[src/sv/ipr_pkg.sv]
// ============================================================================
// Isolated pixel removal package
// Sizes, register indexes and shared types of the isolated pixel removal
// filter.
// ============================================================================
package ipr_pkg;

    localparam int MAX_WIDTH  = 1024;
    localparam int MAX_HEIGHT = 1024;

    localparam int PIX_W     = 8;
    localparam int DIM_W     = 11;
    localparam int THR_W     = 4;
    localparam int CFG_IDX_W = 2;
    localparam int CNT_W     = 4;

    localparam int COL_W  = $clog2(MAX_WIDTH);
    localparam int WDIM_W = $clog2(MAX_WIDTH + 1);
    localparam int HDIM_W = $clog2(MAX_HEIGHT + 1);
    localparam int ROW_W  = $clog2(MAX_HEIGHT + 2);

    localparam int MIN_DIM = 3;

    localparam logic [CFG_IDX_W-1:0] REG_IMAGE_WIDTH   = CFG_IDX_W'(0);
    localparam logic [CFG_IDX_W-1:0] REG_IMAGE_HEIGHT  = CFG_IDX_W'(1);
    localparam logic [CFG_IDX_W-1:0] REG_MIN_NEIGHBORS = CFG_IDX_W'(2);

    localparam logic [DIM_W-1:0] RST_IMAGE_WIDTH   = DIM_W'(640);
    localparam logic [DIM_W-1:0] RST_IMAGE_HEIGHT  = DIM_W'(480);
    localparam logic [THR_W-1:0] RST_MIN_NEIGHBORS = THR_W'(1);

    // One window column: element 0 is the top row, element 2 the bottom row.
    typedef logic [2:0][PIX_W-1:0] ipr_col_t;

endpackage

[src/sv/ipr_cell.sv]
// ============================================================================
// Window cell
// Holds one three-pixel column of the 3x3 window and passes it on to the
// next cell on every shift.
// ============================================================================
module ipr_cell
    import ipr_pkg::*;
(
    input  logic     clk,
    input  logic     rst_n,
    input  logic     shift_en,
    input  ipr_col_t col_in,
    output ipr_col_t col_out,
    output logic [2:0] nonzero
);

    ipr_col_t col_reg;

    always_ff @(posedge clk or negedge rst_n)
    begin
        if (!rst_n)
        begin
            col_reg <= '0;
        end
        else if (shift_en)
        begin
            col_reg <= col_in;
        end
    end

    assign col_out = col_reg;

    always_comb
    begin
        for (int i = 0; i < 3; i++)
        begin
            nonzero[i] = (col_reg[i] != '0);
        end
    end

endmodule

[config.mk]
export PLATFORM = sky130hd
export DESIGN_NAME = ipr_cell
export DESIGN_NICKNAME = d
export VERILOG_FILES = /design/src/sv/ipr_pkg.sv /design/src/sv/ipr_cell.sv
export SDC_FILE = /design/constraint.sdc
export NUM_CORES = 1
export LEC_CHECK = 0
export BUFFER_PORTS_ARGS = -buffer_cell sky130_fd_sc_hd__buf_4
export CORE_ASPECT_RATIO = 1.75
export CORE_MARGIN = 5
export CORE_UTILIZATION = 36
export CTS_CLUSTER_DIAMETER = 120
export DETAILED_ROUTE_END_ITERATION = 7
export GPL_TIMING_DRIVEN = 0
export PLACE_DENSITY = 0.66
export SLEW_MARGIN = 20
export SYNTH_ARGS = -nofsm -noshare
export SYNTH_HDL_FRONTEND = slang
export SYNTH_SLANG_ARGS = --single-unit
[constraint.sdc]
create_clock -name clk -period 1.36 [get_ports clk]
set_input_delay 0.204 -clock clk [delete_from_list [all_inputs] [get_ports clk]]
set_output_delay 0.204 -clock clk [all_outputs]
set_load 0.01 [all_outputs]
== After elaboration in Yosys (flattened, before gate mapping) ==
Cells that the tools add are included.

* Reduce and logical (&&, ||, !) cells: 3

{| class="wikitable"
|+ Operators by type and width
! cell !! count
|-
| 8-bit nonzero test || 3
|}

* Word-level logic and storage cells: 6
* Bits of input ports: 27
* Output and inout port bits: 27
* Bits in registers: 24

== Logic depth before layout (Yosys ltp) ==
* Word-level depth: 1
* Gate-level depth with buffers: 3
* Mapped depth without buffers: 2

== Least setup slack after synthesis ==
OpenSTA, ideal clock, no wires.

* Path type: flip-flop to output port
* From: reg col_reg (netlist bit col_out[1])
* To: out nonzero[0]
* Arrival time: 0.790 ns
* Path buffers: 0
* Path slack: 0.366 ns
* Stages on the path, launching flop included: 3
* Required time: 1.156 ns
* Cells stage by stage: dfrtp_1 -> nor4_1 -> nand2_1

* Cells in the longest elaborated chain, start to end: 1

{| class="wikitable"
|+ Ends and longest elaborated chain
! what !! line !! RTL
|-
| start, declared || ipr_cell.sv:17 || <nowiki>ipr_col_t col_reg;</nowiki>
|-
| start signal, assigned || ipr_cell.sv:27 || <nowiki>col_reg <= col_in;</nowiki>
|-
| 8-bit nonzero test || ipr_cell.sv:37 || <nowiki>nonzero[i] = (col_reg[i] != '0);</nowiki>
|-
| end, declared || ipr_cell.sv:14 || <nowiki>output logic [2:0] nonzero</nowiki>
|}

Every way passes these cells.

== Final worst setup path ==
* From: reg col_reg (netlist bit col_out[4])
* To: out nonzero[0]

The elaborated chain is that of the path after synthesis.

==> out/results.tsv <==
stage	metric	value	unit
final_layout	drive_gt1_frac	0.768	
global_route	overflow	0	
critical_path	cp.required	1160	ps
logic_synthesis	yosysTopAreaCell	dfrtp_1	
worst_hold_path	holdCritStartpoint	col_in[12]	
floorplanning	rows	26	
sta	hold_viol	0	
logic_synthesis	synth.cell_area	1050	um^2
logic_synthesis	ys_ff_latch	24	
worst_hold_path	hold_path_class	in -> reg	
global_route	met1_usage	0.138	
critical_path	arrival	1200	ps
critical_path	reg2reg_slack	450	ps
worst_hold_path	whs_endpoint	col_out[12]	
logic_synthesis	seq_area_frac_synth	0.574	
final_layout	mostFrequentLayoutCell	buf_4	
final_layout	layout.nets	154	
routing	drt_wl_total	2.43	mm
critical_path	crit_slowest_cell	dfrtp_1	
cts	cts_tree	done	
placement	io_buffers	52	
global_route	grt_use_total	0.123	
cts	clock_path_buffers	2	
placement	place_inst	140	
global_route	grt_use_met2	0.219	
sta	finalCriticalPeriod	1400	ps
cts	cts_root_buffer	clkbuf_8	
final_layout	largest_reg_flops	24	
global_route	grt_pass1_wl	3.90	mm
floorplanning	die_x	50.7	um
cts	path_clk_slew	80	ps
critical_path	criticalPathCategory	reg -> out	
final_layout	area_growth	55.7	%
critical_path	reg2reg_to	col_out[22]	
sta	fmax	0.712	GHz
sta	tightest_slew	305	ps
routing	drtIter0Drc	9	
critical_path	crit_buf_inv	1	
floorplanning	core_area	2860	um^2
critical_path	path_delay_family	simple AND/OR/NAND/NOR gates	
logic_synthesis	yosys_warnings	0	
sta	finClkSkew	0	ps
final_layout	num_antenna_cells	0	
global_route	busiest_layer	met2	
routing	drcViolationCount	0	
critical_path	reg2reg_from	col_out[22]	
floorplanning	die_area	4130	um^2
cts	cts.sinks	24	
sta	rsz0062_at_grt	true	
cts	cts_buffers	3	
floorplanning	io_pins	54	
critical_path	crit_path_end_kind	output pin	
sta	finalCritPeriodShare	1.03	
sta	max-slew-margin-rel	0.796	
routing	vias_per_cell	4.88	
power	fin_total_pwr	0.00168	W
critical_path	worstRegToRegCells	2	
global_route	antenna_found_initial	0	
sta	drv_slew	0	
final_layout	final_cells	153	
routing	drtAntennaViolNets	0	
global_route	grt_use_met3	0.0385	
power	p_leak	0.812	nW
sta	setup_viol	3	
global_route	grt_pass1_vias	843	
cts	worstSkewPairLatency	260	ps
critical_path	path_cells	nor4_2, nand2_1, buf_6	
logic_synthesis	synth_top_area_frac	0.574	
logic_synthesis	syn-mean-instance-area	17.4	um^2
flow_run	drv_cap	0	
power	vdd.ir_drop.worst	0.000618	V
logic_synthesis	syn_inst	60	
power	power_density	1030	nW/um^2
routing	wl_per_cell	15.9	um
routing	vias	746	
run_status	status	finished, violations left	
worst_hold_path	hold_depth	2	
logic_synthesis	syn_nets	87	
cts	htreeDepth	1	
critical_path	critPathMaxStageDelay	400	ps
final_layout	mostFrequentLayoutCells	59 x buf_4, 24 x dfrtp_1, 20 x mux2_4, 5 x nor4_2, 4 x mux2_2	
critical_path	startpoint_type	register	
run_status	failed_checks	setup timing	
critical_path	crit_fanout	2	
logic_synthesis	yosysUniqueCellTypes	7	
placement	detailed_place_hpwl	1.83	mm
sta	setup_slack	-43.9	ps
floorplanning	die_y	81.3	um
placement	place_congestion	0.691	
global_route	grt_start_max_net_pins	25	
routing	dr.pass1.iters	2	
floorplanning	start_util	0.365	
logic_synthesis	synth_area_leaders	dfrtp_1 57%, mux2_4 29%, mux2_2 4.3%	
## how the worst max path moves through the flow
stage | startpoint | to | slack, ps | cells after the start
detailed placement | col_out[1] | nonzero[0] | 170 | 3
global placement | col_out[1] | nonzero[0] | 180 | 3
CTS | col_out[4] | nonzero[0] | -50 | 3
global route | col_out[14] | nonzero[1] | -120 | 3
finish | col_out[4] | nonzero[0] | -40 | 3
floorplan | col_out[1] | nonzero[0] | 370 | 2
## metrics by stage
| step | setup WS [ps] | setup TNS [ps] | util | hold slack, ps | area [um^2] |
|---|---|---|---|---|---|
| finish | -43.9 | -91.4 | 0.569 | 170 | 1630 |
| global route | -116 | -290 | 0.569 | 156 | 1630 |
| CTS | -54.1 | -134 | 0.559 | 161 | 1600 |
| detailed placement | 167 | 0 | 0.514 | 122 | 1470 |
| global placement | 178 | 0 | 0.514 | 119 | 1470 |
| floorplan | 366 | 0 | - | -91.6 | 1050 |
## area by class of cell
cell class              instances  area (um^2)
fillers                       250         1230
flip-flops and latches         24          601
repair buffers                 62          475
multi-input cells              33          425
plain buffers                   3         51.3
clock buffers                   3         41.3
well taps                      28         35.0
## routing by layer
layer | routed length, um | vias to the layer above | part of all wire
met5 | 0 | - | 0
met4 | 0 | 0 | 0
met3 | 231 | 0 | 0.095
met2 | 1360 | 34 | 0.56
met1 | 839 | 367 | 0.35
li1 | - | 345 | -
## cell usage after synthesis, drive strengths merged
cell / instances
buf: 3
dfrtp: 24
mux2: 24
nand2: 3
nor4: 6
## cells by family (layout without fill, tap and decap cells)
| kind of cell | after synthesis | count (layout) | synth area share |
|---|---|---|---|
| buffers and inverters | 3 | 68 | 0.0490 |
| flip-flops | 24 | 24 | 0.574 |
| multiplexers | 24 | 24 | 0.330 |
| AND/OR/NAND/NOR | 9 | 9 | 0.0467 |
## repair_timing
item                                   in CTS  in global routing
setup endpoints to repair                   3                  3
setup buffers                               6                  3
hold buffers                                1                  0
endpoints found under the hold margin      24                  0
resized for setup                           6                  1
pin swaps                                   6                  5
## power by group
part	switching, W	internal (W)
Clock	0.000206	0.000197
Sequential	0.0000669	0.000785
Combinational	0.000143	0.000284
Total	0.000416	0.00127
(Power assumes the default switching activity.)
